### config.mk
export PLATFORM = sky130hd
export DESIGN_NAME = at_modem_call_sms_sequencer_flat
export DESIGN_NICKNAME = d
export VERILOG_FILES = /design/src/sv/amcs_pkg.sv /design/src/sv/amcs_tick_if.sv /design/src/sv/amcs_result_if.sv /design/src/sv/amcs_cfg.sv /design/src/sv/amcs_core.sv /design/src/sv/at_modem_call_sms_sequencer.sv /design/src/flat_wrapper.sv
export VERILOG_INCLUDE_DIRS = /design/src /design/src/sv
export SDC_FILE = /design/constraint.sdc
export NUM_CORES = 1
export LEC_CHECK = 0
export ABC_AREA = 0
export BUFFER_PORTS_ARGS = -buffer_cell sky130_fd_sc_hd__buf_2
export CAP_MARGIN = 20
export CORE_MARGIN = 2
export CORE_UTILIZATION = 30
export CTS_CLUSTER_DIAMETER = 200
export CTS_CLUSTER_SIZE = 24
export DETAILED_ROUTE_END_ITERATION = 7
export GPL_TIMING_DRIVEN = 0
export PLACE_DENSITY = 0.55
export SYNTH_ARGS = -nofsm -noshare
export SYNTH_HDL_FRONTEND = slang
export SYNTH_SLANG_ARGS = --single-unit
### constraint.sdc
create_clock -name clk -period 4.35 [get_ports clk]
set_input_delay 0.6525 -clock clk [delete_from_list [all_inputs] [get_ports clk]]
set_output_delay 0.6525 -clock clk [all_outputs]
set_load 0.005 [all_outputs]
### src/sv/assert_macros.svh
// Assertion macros used by the sequencer core.
`ifndef ASSERT_MACROS_SVH
`define ASSERT_MACROS_SVH

// Same-cycle implication, checked at every rising edge outside reset.
`define AMCS_ASSERT_NOW(name, clk, rst, ante, cons, msg) \
  name: assert property (@(posedge clk) disable iff (rst) (ante) |-> (cons)) \
    else $error(msg);

// Next-cycle implication, checked at every rising edge outside reset.
`define AMCS_ASSERT_NEXT(name, clk, rst, ante, cons, msg) \
  name: assert property (@(posedge clk) disable iff (rst) (ante) |=> (cons)) \
    else $error(msg);

`endif

### src/sv/amcs_pkg.sv
// Shared types, codes and constants of the modem call and SMS sequencer.
package amcs_pkg;

  localparam int TIMER_WIDTH = 16;
  localparam int CFG_DATA_W  = 16;
  localparam int CFG_INDEX_W = 3;

  typedef logic [TIMER_WIDTH-1:0] timer_t;

  // Sequencer state codes.
  localparam logic [3:0] MODE_START   = 4'd0;
  localparam logic [3:0] MODE_CLIPW   = 4'd1;
  localparam logic [3:0] MODE_TEXTW   = 4'd2;
  localparam logic [3:0] MODE_NETW    = 4'd3;
  localparam logic [3:0] MODE_IDLE    = 4'd4;
  localparam logic [3:0] MODE_CALLERW = 4'd5;
  localparam logic [3:0] MODE_HANGW   = 4'd6;
  localparam logic [3:0] MODE_CHECK   = 4'd7;
  localparam logic [3:0] MODE_PROMPT  = 4'd8;
  localparam logic [3:0] MODE_ACK     = 4'd9;

  // Modem commands.
  localparam logic [2:0] CMD_NONE       = 3'd0;
  localparam logic [2:0] CMD_CLIP_ON    = 3'd1;
  localparam logic [2:0] CMD_TEXT_MODE  = 3'd2;
  localparam logic [2:0] CMD_REG_QUERY  = 3'd3;
  localparam logic [2:0] CMD_HANGUP     = 3'd4;
  localparam logic [2:0] CMD_SMS_HEADER = 3'd5;
  localparam logic [2:0] CMD_MSG_BODY   = 3'd6;

  // System events.
  localparam logic [1:0] EV_NONE        = 2'd0;
  localparam logic [1:0] EV_ON_NETWORK  = 2'd1;
  localparam logic [1:0] EV_OFF_NETWORK = 2'd2;
  localparam logic [1:0] EV_CALL_AUTH   = 2'd3;

  // Configuration register indexes.
  localparam logic [CFG_INDEX_W-1:0] REG_REPLY_TIMEOUT   = 3'd0;
  localparam logic [CFG_INDEX_W-1:0] REG_IDLE_POLL       = 3'd1;
  localparam logic [CFG_INDEX_W-1:0] REG_CALLER_ID_WAIT  = 3'd2;
  localparam logic [CFG_INDEX_W-1:0] REG_HANGUP_WAIT     = 3'd3;
  localparam logic [CFG_INDEX_W-1:0] REG_PROMPT_TIMEOUT  = 3'd4;
  localparam logic [CFG_INDEX_W-1:0] REG_TEXT_TIMEOUT    = 3'd5;
  localparam logic [CFG_INDEX_W-1:0] REG_HANGUP_COOLDOWN = 3'd6;
  localparam logic [CFG_INDEX_W-1:0] REG_RECIPIENT_COUNT = 3'd7;

  typedef struct packed {
    logic burst_ready;
    logic has_ok;
    logic has_reg_reply;
    logic reg_registered;
    logic has_caller_id;
    logic caller_in_list;
    logic has_prompt;
    logic has_send_ack;
    logic ring_flag;
    logic sms_request;
    logic tx_busy;
  } tick_t;

  typedef struct packed {
    logic [2:0] command_sent;
    logic [7:0] recipient_index;
    logic [1:0] system_event;
    logic       request_taken;
    logic [3:0] mode_after;
  } result_t;

  typedef struct packed {
    logic [15:0] reply_timeout;
    logic [15:0] idle_poll_interval;
    logic [15:0] caller_id_wait;
    logic [15:0] hangup_wait;
    logic [15:0] prompt_timeout;
    logic [15:0] text_timeout;
    logic [15:0] hangup_cooldown;
    logic [7:0]  recipient_count;
  } cfg_t;

endpackage

### src/sv/amcs_tick_if.sv
// Handshake channel carrying one input tick.
interface amcs_tick_if import amcs_pkg::*; ();
  logic  valid;
  logic  ready;
  tick_t data;

  modport source (output valid, output data, input ready);
  modport sink (input valid, input data, output ready);
endinterface

### src/sv/amcs_result_if.sv
// Handshake channel carrying one sequencer result.
interface amcs_result_if import amcs_pkg::*; ();
  logic    valid;
  logic    ready;
  result_t data;

  modport source (output valid, output data, input ready);
  modport sink (input valid, input data, output ready);
endinterface

### src/sv/amcs_cfg.sv
// Configuration register bank with reset defaults.
module amcs_cfg import amcs_pkg::*; (
  input  logic                   clk,
  input  logic                   rst,
  input  logic                   wr_en,
  input  logic [CFG_INDEX_W-1:0] index,
  input  logic [CFG_DATA_W-1:0]  wdata,
  output cfg_t                   cfg
);

  always_ff @(posedge clk) begin
    if (rst) begin
      cfg.reply_timeout      <= 16'd1000;
      cfg.idle_poll_interval <= 16'd5000;
      cfg.caller_id_wait     <= 16'd2000;
      cfg.hangup_wait        <= 16'd500;
      cfg.prompt_timeout     <= 16'd5000;
      cfg.text_timeout       <= 16'd10000;
      cfg.hangup_cooldown    <= 16'd3000;
      cfg.recipient_count    <= 8'd1;
    end else if (wr_en) begin
      unique case (index)
        REG_REPLY_TIMEOUT:   cfg.reply_timeout      <= wdata;
        REG_IDLE_POLL:       cfg.idle_poll_interval <= wdata;
        REG_CALLER_ID_WAIT:  cfg.caller_id_wait     <= wdata;
        REG_HANGUP_WAIT:     cfg.hangup_wait        <= wdata;
        REG_PROMPT_TIMEOUT:  cfg.prompt_timeout     <= wdata;
        REG_TEXT_TIMEOUT:    cfg.text_timeout       <= wdata;
        REG_HANGUP_COOLDOWN: cfg.hangup_cooldown    <= wdata;
        REG_RECIPIENT_COUNT: cfg.recipient_count    <= wdata[7:0];
        default: ;
      endcase
    end
  end

endmodule

### src/sv/amcs_core.sv
// Sequencer state registers and the per-tick next-state and result logic.
`include "assert_macros.svh"

module amcs_core import amcs_pkg::*; (
  input  logic    clk,
  input  logic    rst,
  input  logic    step,
  input  tick_t   item,
  input  cfg_t    cfg,
  output result_t res
);

  logic [3:0]  mode;
  timer_t      countdown;
  logic [2:0]  deferred;
  logic [7:0]  rpos;
  logic [1:0]  reg_to;
  logic [15:0] cool;
  logic        caller_ok;

  logic [3:0]  mode_next;
  timer_t      countdown_next;
  logic [2:0]  deferred_next;
  logic [7:0]  rpos_next;
  logic [1:0]  reg_to_next;
  logic [15:0] cool_next;
  logic        caller_ok_next;

  logic ok, reg_reply, clip, prompt, ack, busy;
  assign ok        = item.burst_ready & item.has_ok;
  assign reg_reply = item.burst_ready & item.has_reg_reply;
  assign clip      = item.burst_ready & item.has_caller_id;
  assign prompt    = item.burst_ready & item.has_prompt;
  assign ack       = item.burst_ready & item.has_send_ack;
  assign busy      = item.tx_busy;

  logic       timeout;
  timer_t     count_down;
  logic [1:0] reg_to_inc;
  logic [15:0] cool_dec;
  logic [7:0] rpos_inc;
  assign timeout    = (countdown == '0);
  assign count_down = countdown - timer_t'(1);
  assign reg_to_inc = reg_to + 2'd1;
  assign cool_dec   = (cool != 16'd0) ? cool - 16'd1 : cool;
  assign rpos_inc   = rpos + 8'd1;

  always_comb begin
    logic [2:0] mode_cmd;
    logic       went;
    mode_next      = mode;
    countdown_next = countdown;
    deferred_next  = deferred;
    rpos_next      = rpos;
    reg_to_next    = reg_to;
    cool_next      = cool;
    caller_ok_next = caller_ok;
    mode_cmd       = CMD_NONE;
    went           = 1'b0;
    res            = '0;

    // A deferred command goes out first when the transmitter is free.
    if (deferred != CMD_NONE && !busy) begin
      res.command_sent = deferred;
      went             = 1'b1;
      deferred_next    = CMD_NONE;
      if (deferred == CMD_SMS_HEADER || deferred == CMD_MSG_BODY) begin
        res.recipient_index = rpos;
      end
    end

    unique case (mode)
      MODE_CLIPW: begin
        if (ok) begin
          mode_cmd = CMD_TEXT_MODE;
          countdown_next = timer_t'(cfg.reply_timeout);
          mode_next = MODE_TEXTW;
        end else if (timeout) begin
          mode_cmd = CMD_CLIP_ON;
          countdown_next = timer_t'(cfg.reply_timeout);
        end else begin
          countdown_next = count_down;
        end
      end
      MODE_TEXTW: begin
        if (ok) begin
          mode_cmd = CMD_REG_QUERY;
          countdown_next = timer_t'(cfg.reply_timeout);
          mode_next = MODE_NETW;
        end else if (timeout) begin
          mode_cmd = CMD_CLIP_ON;
          countdown_next = timer_t'(cfg.reply_timeout);
          mode_next = MODE_CLIPW;
        end else begin
          countdown_next = count_down;
        end
      end
      MODE_NETW: begin
        if (reg_reply) begin
          reg_to_next = 2'd0;
          if (item.reg_registered) begin
            res.system_event = EV_ON_NETWORK;
            countdown_next = timer_t'(cfg.idle_poll_interval);
            mode_next = MODE_IDLE;
          end else begin
            res.system_event = EV_OFF_NETWORK;
            mode_cmd = CMD_REG_QUERY;
            countdown_next = timer_t'(cfg.reply_timeout);
          end
        end else if (timeout) begin
          // The third missed reply in a row reports loss of network.
          if (reg_to_inc == 2'd3) begin
            reg_to_next = 2'd0;
            res.system_event = EV_OFF_NETWORK;
          end else begin
            reg_to_next = reg_to_inc;
          end
          mode_cmd = CMD_REG_QUERY;
          countdown_next = timer_t'(cfg.reply_timeout);
        end else begin
          countdown_next = count_down;
        end
      end
      MODE_IDLE: begin
        cool_next = cool_dec;
        if (item.ring_flag) begin
          if (clip) begin
            caller_ok_next = item.caller_in_list;
            mode_cmd = CMD_HANGUP;
            countdown_next = timer_t'(cfg.hangup_wait);
            mode_next = MODE_HANGW;
          end else begin
            countdown_next = timer_t'(cfg.caller_id_wait);
            mode_next = MODE_CALLERW;
          end
        end else if (cool_dec == 16'd0 && item.sms_request) begin
          res.request_taken = 1'b1;
          rpos_next = 8'd0;
          mode_cmd = CMD_SMS_HEADER;
          countdown_next = timer_t'(cfg.prompt_timeout);
          mode_next = MODE_PROMPT;
        end else if (timeout) begin
          mode_cmd = CMD_REG_QUERY;
          countdown_next = timer_t'(cfg.reply_timeout);
          mode_next = MODE_NETW;
        end else begin
          countdown_next = count_down;
        end
      end
      MODE_CALLERW: begin
        if (clip || timeout) begin
          // An anonymous caller is never authorized but is still hung up.
          caller_ok_next = clip ? item.caller_in_list : 1'b0;
          mode_cmd = CMD_HANGUP;
          countdown_next = timer_t'(cfg.hangup_wait);
          mode_next = MODE_HANGW;
        end else begin
          countdown_next = count_down;
        end
      end
      MODE_HANGW: begin
        if (ok || timeout) begin
          mode_next = MODE_CHECK;
        end else begin
          countdown_next = count_down;
        end
      end
      MODE_CHECK: begin
        if (caller_ok) begin
          res.system_event = EV_CALL_AUTH;
        end
        caller_ok_next = 1'b0;
        cool_next = cfg.hangup_cooldown;
        countdown_next = timer_t'(cfg.idle_poll_interval);
        mode_next = MODE_IDLE;
      end
      MODE_PROMPT: begin
        if (prompt) begin
          mode_cmd = CMD_MSG_BODY;
          countdown_next = timer_t'(cfg.text_timeout);
          mode_next = MODE_ACK;
        end else if (timeout) begin
          countdown_next = timer_t'(cfg.idle_poll_interval);
          mode_next = MODE_IDLE;
        end else begin
          countdown_next = count_down;
        end
      end
      MODE_ACK: begin
        if (ack && rpos_inc < cfg.recipient_count) begin
          rpos_next = rpos_inc;
          mode_cmd = CMD_SMS_HEADER;
          countdown_next = timer_t'(cfg.prompt_timeout);
          mode_next = MODE_PROMPT;
        end else if (ack || timeout) begin
          countdown_next = timer_t'(cfg.idle_poll_interval);
          mode_next = MODE_IDLE;
        end else begin
          countdown_next = count_down;
        end
      end
      default: begin
        // Start state and unused codes run the init sequence.
        rpos_next = 8'd0;
        reg_to_next = 2'd0;
        cool_next = 16'd0;
        caller_ok_next = 1'b0;
        mode_cmd = CMD_CLIP_ON;
        countdown_next = timer_t'(cfg.reply_timeout);
        mode_next = MODE_CLIPW;
      end
    endcase

    // Only one command leaves per tick; a blocked one replaces the deferred slot.
    if (mode_cmd != CMD_NONE) begin
      if (busy || went) begin
        deferred_next = mode_cmd;
      end else begin
        deferred_next = CMD_NONE;
        res.command_sent = mode_cmd;
        if (mode_cmd == CMD_SMS_HEADER || mode_cmd == CMD_MSG_BODY) begin
          res.recipient_index = rpos_next;
        end
      end
    end

    res.mode_after = mode_next;
  end

  always_ff @(posedge clk) begin
    if (rst) begin
      mode      <= MODE_START;
      countdown <= '0;
      deferred  <= CMD_NONE;
      rpos      <= 8'd0;
      reg_to    <= 2'd0;
      cool      <= 16'd0;
      caller_ok <= 1'b0;
    end else if (step) begin
      mode      <= mode_next;
      countdown <= countdown_next;
      deferred  <= deferred_next;
      rpos      <= rpos_next;
      reg_to    <= reg_to_next;
      cool      <= cool_next;
      caller_ok <= caller_ok_next;
    end
  end

  `AMCS_ASSERT_NOW(a_no_cmd_when_busy, clk, rst, step && res.command_sent != CMD_NONE, !item.tx_busy, "command sent while transmitter busy")
  `AMCS_ASSERT_NOW(a_index_only_sms, clk, rst, res.recipient_index != 8'd0, res.command_sent == CMD_SMS_HEADER || res.command_sent == CMD_MSG_BODY, "recipient index without SMS command")
  `AMCS_ASSERT_NOW(a_auth_from_check, clk, rst, step && res.system_event == EV_CALL_AUTH, mode == MODE_CHECK, "call authorized outside check state")
  `AMCS_ASSERT_NEXT(a_reg_count_bound, clk, rst, step, reg_to != 2'd3, "registration timeout count overflow")

endmodule

### src/sv/at_modem_call_sms_sequencer.sv
// Top level of the modem call and SMS sequencer: input register, core, result register.
//
//   channel  dir  transfer moves                 payload
//   tick     in   one timer tick of modem flags  tick_t
//   result   out  one result per tick            result_t
//   cfg_*    in   one register write             index + 16-bit data
//
// Each tick is captured in an input register, runs through the next-state
// logic of the core, and lands in a result register. A new tick is taken
// every cycle while the result is not stalled; a result becomes valid
// when it is written into the result register. Reset clears the sequencer
// to its start state and empties both registers. A stalled result holds
// the result register, which in turn holds the input register, so one
// tick can wait behind an untaken result.
module at_modem_call_sms_sequencer import amcs_pkg::*; (
  input  logic                   clk,
  input  logic                   rst,
  amcs_tick_if.sink              tick,
  amcs_result_if.source          result,
  input  logic                   cfg_wr_en,
  input  logic [CFG_INDEX_W-1:0] cfg_index,
  input  logic [CFG_DATA_W-1:0]  cfg_wdata
);

  cfg_t    cfg;
  logic    in_valid;
  tick_t   in_item;
  logic    step;
  result_t step_res;
  logic    out_valid;
  result_t out_data;

  amcs_cfg u_cfg (
    .clk   (clk),
    .rst   (rst),
    .wr_en (cfg_wr_en),
    .index (cfg_index),
    .wdata (cfg_wdata),
    .cfg   (cfg)
  );

  // The held tick advances when the result register is empty or being drained.
  assign step       = in_valid && (!out_valid || result.ready);
  assign tick.ready = !in_valid || step;

  always_ff @(posedge clk) begin
    if (rst) begin
      in_valid <= 1'b0;
    end else if (tick.ready) begin
      in_valid <= tick.valid;
    end
  end

  always_ff @(posedge clk) begin
    if (tick.valid && tick.ready) begin
      in_item <= tick.data;
    end
  end

  amcs_core u_core (
    .clk  (clk),
    .rst  (rst),
    .step (step),
    .item (in_item),
    .cfg  (cfg),
    .res  (step_res)
  );

  always_ff @(posedge clk) begin
    if (rst) begin
      out_valid <= 1'b0;
    end else if (step) begin
      out_valid <= 1'b1;
    end else if (result.ready) begin
      out_valid <= 1'b0;
    end
  end

  always_ff @(posedge clk) begin
    if (step) begin
      out_data <= step_res;
    end
  end

  assign result.valid = out_valid;
  assign result.data  = out_data;

endmodule

### src/flat_wrapper.sv
// flat-port wrapper written by rule: the top's interface ports become plain ports
module at_modem_call_sms_sequencer_flat import amcs_pkg::*;
  (clk, rst, cfg_wr_en, cfg_index, cfg_wdata, tick_valid, tick_data, tick_ready, result_valid, result_data, result_ready);
  amcs_tick_if tick_i ();
  amcs_result_if result_i ();
  input  logic clk;
  input  logic rst;
  input  logic cfg_wr_en;
  input  logic [CFG_INDEX_W-1:0] cfg_index;
  input  logic [CFG_DATA_W-1:0] cfg_wdata;
  input wire logic [$bits(tick_i.valid)-1:0] tick_valid;
  input wire logic [$bits(tick_i.data)-1:0] tick_data;
  output wire logic [$bits(tick_i.ready)-1:0] tick_ready;
  output wire logic [$bits(result_i.valid)-1:0] result_valid;
  output wire logic [$bits(result_i.data)-1:0] result_data;
  input wire logic [$bits(result_i.ready)-1:0] result_ready;
  assign tick_i.valid = tick_valid;
  assign tick_i.data = tick_data;
  assign tick_ready = tick_i.ready;
  assign result_valid = result_i.valid;
  assign result_data = result_i.data;
  assign result_i.ready = result_ready;
  at_modem_call_sms_sequencer u_core (.clk(clk), .rst(rst), .tick(tick_i), .result(result_i), .cfg_wr_en(cfg_wr_en), .cfg_index(cfg_index), .cfg_wdata(cfg_wdata));
endmodule
# ---- Word level (Yosys, flattened, before mapping)
# Index checks and enable logic that the tools add are counted.
dict set report op_classes {
  n_addsub 4
  n_lt_le_gt_ge 1
  n_eq_ne 26
  mux 76
  n_bitwise 9
  n_reduce_logical 44
}
# operator count
set ops {}
lappend ops {{$mux W16} 14}
lappend ops {{$pmux W16 S8} 1}
lappend ops {{$mux W4} 14}
lappend ops {{$pmux W16 S3} 1}
lappend ops {{$mux W8} 5}
lappend ops {{$pmux W4 S9} 1}
lappend ops {{$mux W11} 3}
lappend ops {{$logic_not A16 Y1} 2}
lappend ops {{$sub A16 B1 Y16 const B} 2}
lappend ops {{$mux W3} 10}
lappend ops {{$mux W2} 13}
lappend ops {{$eq A3 B3 Y1 const B} 8}
lappend ops {{$pmux W3 S8} 1}
lappend ops {{$pmux W8 S3} 1}
lappend ops {{$reduce_and A2 Y1} 11}
lappend ops {{$eq A4 B3 Y1 const B} 4}
lappend ops {{$reduce_bool A16 Y1} 1}
lappend ops {{$reduce_or A7 Y1} 2}
lappend ops {{$mux W1} 9}
lappend ops {{$add A8 B1 Y8 const B} 1}
lappend ops {{$eq A4 B2 Y1 const B} 2}
lappend ops {{$eq A4 B4 Y1 const B} 2}
lappend ops {{$logic_or A1 B1 Y1} 8}
lappend ops {{$lt A8 B8 Y1} 1}
lappend ops {{22 further kinds} 43}
dict set report word_totals {
  reg_bits 201
  input_bits 35
  out_inout_bits 20
  word_cells 193
}

# ---- Longest topological paths before layout
dict set report depth {
  ltp_word 12
  ltp_mapped 14
}

# ---- By module
# From an unflattened synthesis, not the netlist that was laid out.
dict set report unflattened {
  cells_unflattened 1424
  hier_area_um2 11908.9
}
# mod instances cells_per_inst area_each_um2 seq_area_each_um2
set by_module_without_submodules {}
lappend by_module_without_submodules {amcs_core 1 952 6259.8 1001.0}
lappend by_module_without_submodules {amcs_cfg 1 433 4674.5 2402.3}
lappend by_module_without_submodules {at_modem_call_sms_sequencer 1 39 974.7 910.9}

# ---- Least setup slack after synthesis
# OpenSTA, ideal clock, no wires.
dict set report synth_path {
  kind {reg-to-reg}
  startpoint {register u_core.u_core.rpos[2]}
  endpoint {register u_core.u_core.countdown[13]}
  setup_time_ps 129
  t_arrival_ps 3303
  path_slack_ps 918
  stages_incl_launch_ff 15
  path_buffers 2
  path_cell_list {dfxtp_1 -> clkbuf_1 -> and3_1 -> and3_1 -> nand3_1 -> xnor2_1 -> ha_1 -> nand4_1 -> nor2_1 -> a2111oi_2 -> nand2b_1 -> clkbuf_1 -> a211oi_1 -> o41ai_1 -> o21ai_1}
}
dict set report synth_via {
  elab_chain_cells 5
}
# item line
set synth_lines {}
lappend synth_lines {{start, declared} amcs_core.sv:16} ;# logic [7:0] rpos;
lappend synth_lines {{start signal, assigned} amcs_core.sv:243} ;# rpos <= rpos_next;
lappend synth_lines {{$add A8 B1 Y8} amcs_core.sv:46} ;# assign rpos_inc = rpos + 8'd1;
lappend synth_lines {{$lt A8 B8 Y1} amcs_core.sv:190} ;# if (ack && rpos_inc < cfg.recipient_count) begin
lappend synth_lines {{$logic_and A1 B1 Y1} amcs_core.sv:190}
lappend synth_lines {{$mux W16} amcs_core.sv:190}
lappend synth_lines {{$pmux W16 S8} amcs_core.sv:72} ;# unique case (mode)
lappend synth_lines {{end signal, assigned} amcs_core.sv:241} ;# countdown <= countdown_next;
lappend synth_lines {{end, declared} amcs_core.sv:14} ;# timer_t countdown;
# Every way passes these cells.
# A chain may end at the register's enable or synchronous reset.

# ---- Worst setup path in the final report
dict set report layout_path {
  startpoint {register u_core.u_core.countdown[3]}
  endpoint {register u_core.u_core.countdown[1]}
}
dict set report layout_via {
  elab_chain_cells 5
  word_cells_on_any_way 17
  classes_between {eq/ne (1); mux (11); reduce/logical (5)}
}
# item line
set layout_lines {}
lappend layout_lines {{$logic_not A16 Y1 *} amcs_core.sv:42} ;# assign timeout = (countdown == '0);
lappend layout_lines {{$mux W16 / $logic_or A1 B1 Y1 (equally long branches)} -}
lappend layout_lines {{$mux W16 (on tied branches)} {amcs_core.sv:136, amcs_core.sv:195}}
lappend layout_lines {{$mux W16 (on tied branches)} {amcs_core.sv:126, amcs_core.sv:190}}
lappend layout_lines {{$pmux W16 S8} amcs_core.sv:72}
# Mark *: on every way between the ends. The rest lies on a longest branch, timed or not.

==> out/results.tsv <==
metric	value	unit
synth_nets	1656	
async_flop_share	0	%
routedWlPerCell	23.97	µm
status	finished, violations left	
cts_tree	done	
fmax	232.2	MHz
route.vias.total	13060	
port_buffers	43	
maxSlewHeadroom	23.80	%
leakagePower	4.720	nW
yosysWarnings	0	
n_fill_cell	4292	
grt_max_degree	26	
synth_cell_types	91	
hold_viol	0	
synth-seq-area-share	36.07	%
hold_ws	0.3188	ns
finalMaxSlewViolations	0	
drt_pass1_iterations	8	
holdCritPathClass	primary input to flop	
crit_type	flop to flop	
seqCellArea	0.004314	mm²
max-vdd-ir-drop	0.2083	mV
path_clk_slew	0.12	ns
r2r_setup_slack	0.04	ns
hpwl	39940	µm
initial_core_util	30.24	%
postCtsHoldBufs	0	
synth_top_area_share	28.79	%
die_w	203.7	µm
netlist.top_cell.by_area	dfxtp_1	
cp-start-kind	flop	
worst_ep_arrival_time	4.71	ns
synth_area_per_cell	7.429	µm²
core	0.03955	mm²
synth-seq-cells	201	
track_usage	24.85	%
period_share	98.98	%
first_global_vias	11880	
synth_area_leaders	dfxtp_1 29%, nand2_1 12%, edfxtp_1 7.3%	
grt_overflow	0	
dieArea	0.04149	mm²
endpoint_kind	flop	
syn_area	0.01196	mm²
io_pins	55	
area_growth	11.02	%
cp_max_fo	10	
post-place-cells	2182	
die_h	203.7	µm
cts_root_buffer	clkbuf_16	
clock_path_buffers	3	
htreeDepth	1	
violations	design-rule violations	
drc	1	
min_period	4.306	ns
clock_sinks	201	
final_nets	1721	
synth_edf_count	29	
numCtsBuffers	12	
synthFlopType	dfxtp_1	
maxCapViolCount	0	
stdcell_count	2203	
rows	73	
tightestPinTransition	1.143	ns
powerDensity	370.9	mW/mm²
multi_input_area	0.007036	mm²
antenna_found_initial	1	
clk_latency	0.51	ns
fin_skew	0.02432	ns
cp_data_required_time	4.76	ns
drtAntennaViolNets	0	
grt_pass1_wl	77770	µm
rsz0062_at_grt	no	
drive_gt1_share	7.573	%
drt_iter0_drc	1701	
vias_per_cell	5.926	
routed_wl	52810	µm
gp_congestion	1.023	
syn_inst	1610	
setup_viol	0	
power breakdown:
group	internal (W)	switching, W	leakage (nW)
combinational	0.000523	0.00109	2.87
clock	0.000556	0.000707	0.175
sequential	0.00196	0.0000896	1.67
total	0.00304	0.00188	4.72
state kept, by name, summed over array words and instances, names as in the netlist:
name	flops
u_core.u_core.countdown	16
u_core.u_core.reg_to	2
u_core.u_core.deferred	3
u_core.in_valid	1
u_core.u_core.rpos	8
u_core.u_core.caller_ok	1
u_core.in_item	11
u_core.result.data	18
u_core.u_core.mode	4
u_core.u_core.cool	16
u_core.result.valid	1
u_core.u_cfg.cfg	120
through the flow:
step                      power [W]  setup TNS, ns  cell area [µm²]  worst slack (ns)  util, %
after detailed placement   0.003634         -1.597            12880           -0.2656    32.58
after floorplan            0.003114              0            11960            0.9176        -
final                      0.004925              0            13280           0.04428    33.58
after global placement     0.003633         -16.52            12830           -0.7555    32.45
after CTS                  0.004876              0            13270           0.05769    33.55
after global routing       0.005124              0            13280           0.04254    33.57
synth_stat cells, types with 10 or more instances:
cell type and n:
a22oi_1 16, mux2i_1 19, clkbuf_1 96, ha_1 11, a211oi_1 17, o31ai_1 21
nand3_1 93, nor3_1 36, or3_1 14, and2_1 10, o21ai_1 16, a31oi_1 26
nand2_1 377, o21ai_0 71, inv_1 30, nand4_1 15, nand2b_1 15, dfxtp_1 172
o211ai_1 13, nor2_1 91, a21oi_1 158, edfxtp_1 29, xnor2_1 12, nor4_1 14
path summary, 6_finish.rpt:
| kind | startpoint | to | cells after the start |
|---|---|---|---|
| worst max-delay path | u_core.u_core.countdown[3] | u_core.u_core.countdown[1] | 10 |
| worst min register to register | u_core.u_cfg.cfg[5] | u_core.u_cfg.cfg[5] | 2 |
| worst max register to register | u_core.u_core.countdown[3] | u_core.u_core.countdown[1] | 10 |
| worst min-delay path | tick_data[6] | u_core.in_item[6] | 1 |
critical path, stage by stage, from the launching register on:
cell and delay (ns):
dfxtp_1 0.41, or4_1 0.56, clkbuf_1 0.22, nor4_1 0.75, buf_2 0.43, buf_2 0.36, nor2_1 0.14, a211oi_1 0.72
o221ai_1 0.28, o31ai_1 0.24, o21ai_1 0.09
area by class of cell:
cell class / instances / share of cell area, %
Clock buffer: 14 / 2.478
Clock inverter: 2 / 0.2450
Sequential cell: 201 / 32.49
Buffer: 122 / 3.835
Antenna cell: 1 / 0.01884
Tap cell: 525 / 4.946
Timing Repair Buffer: 51 / 2.110
Inverter: 32 / 0.9045
Multi-Input combinational cell: 1255 / 52.98
cell families after synthesis:
logic type	after synthesis	synth area share, %
multiplexers	32	2.908
buffers and inverters	154	5.241
AO/OA/AOI/OAI	453	24.59
AND/OR/NAND/NOR	741	28.72
adder cells (fa/ha/maj)	11	1.151
XOR/XNOR	18	1.318
flip-flops	201	36.07
placed cells by master (no fill, tap or decap), types with 21 or more instances in the layout:
master / netlist / routed
a31oi_1: 26 / 26
nand3_1: 93 / 93
dfxtp_1: 172 / 172
o31ai_1: 21 / 21
o21ai_0: 71 / 71
nor2_1: 91 / 91
a21oi_1: 158 / 158
nand2_1: 377 / 377
nor3_1: 36 / 36
inv_1: 30 / 30
buf_2: 8 / 53
clkbuf_1: 96 / 95
edfxtp_1: 29 / 29
repair_timing:
action                                 4_1_cts  5_1_grt
setup buffers                                3        0
resized for setup                            0        6
endpoints found under the hold margin        0        0
pin swaps                                    1        0
setup endpoints to repair                   15       15
per-layer routing:
metal | routed length [µm] | GRT usage [%] | up-vias | share of wire (%)
li1 | - | - | 5952 | -
met1 | 24020 | 36.50 | 6328 | 45
met2 | 21770 | 36.30 | 667 | 41
met3 | 5230 | 4.602 | 106 | 9.9
met4 | 1774 | 8.003 | 2 | 3.4
met5 | 13 | 0 | - | 0.025
(Power assumes the default switching activity.)
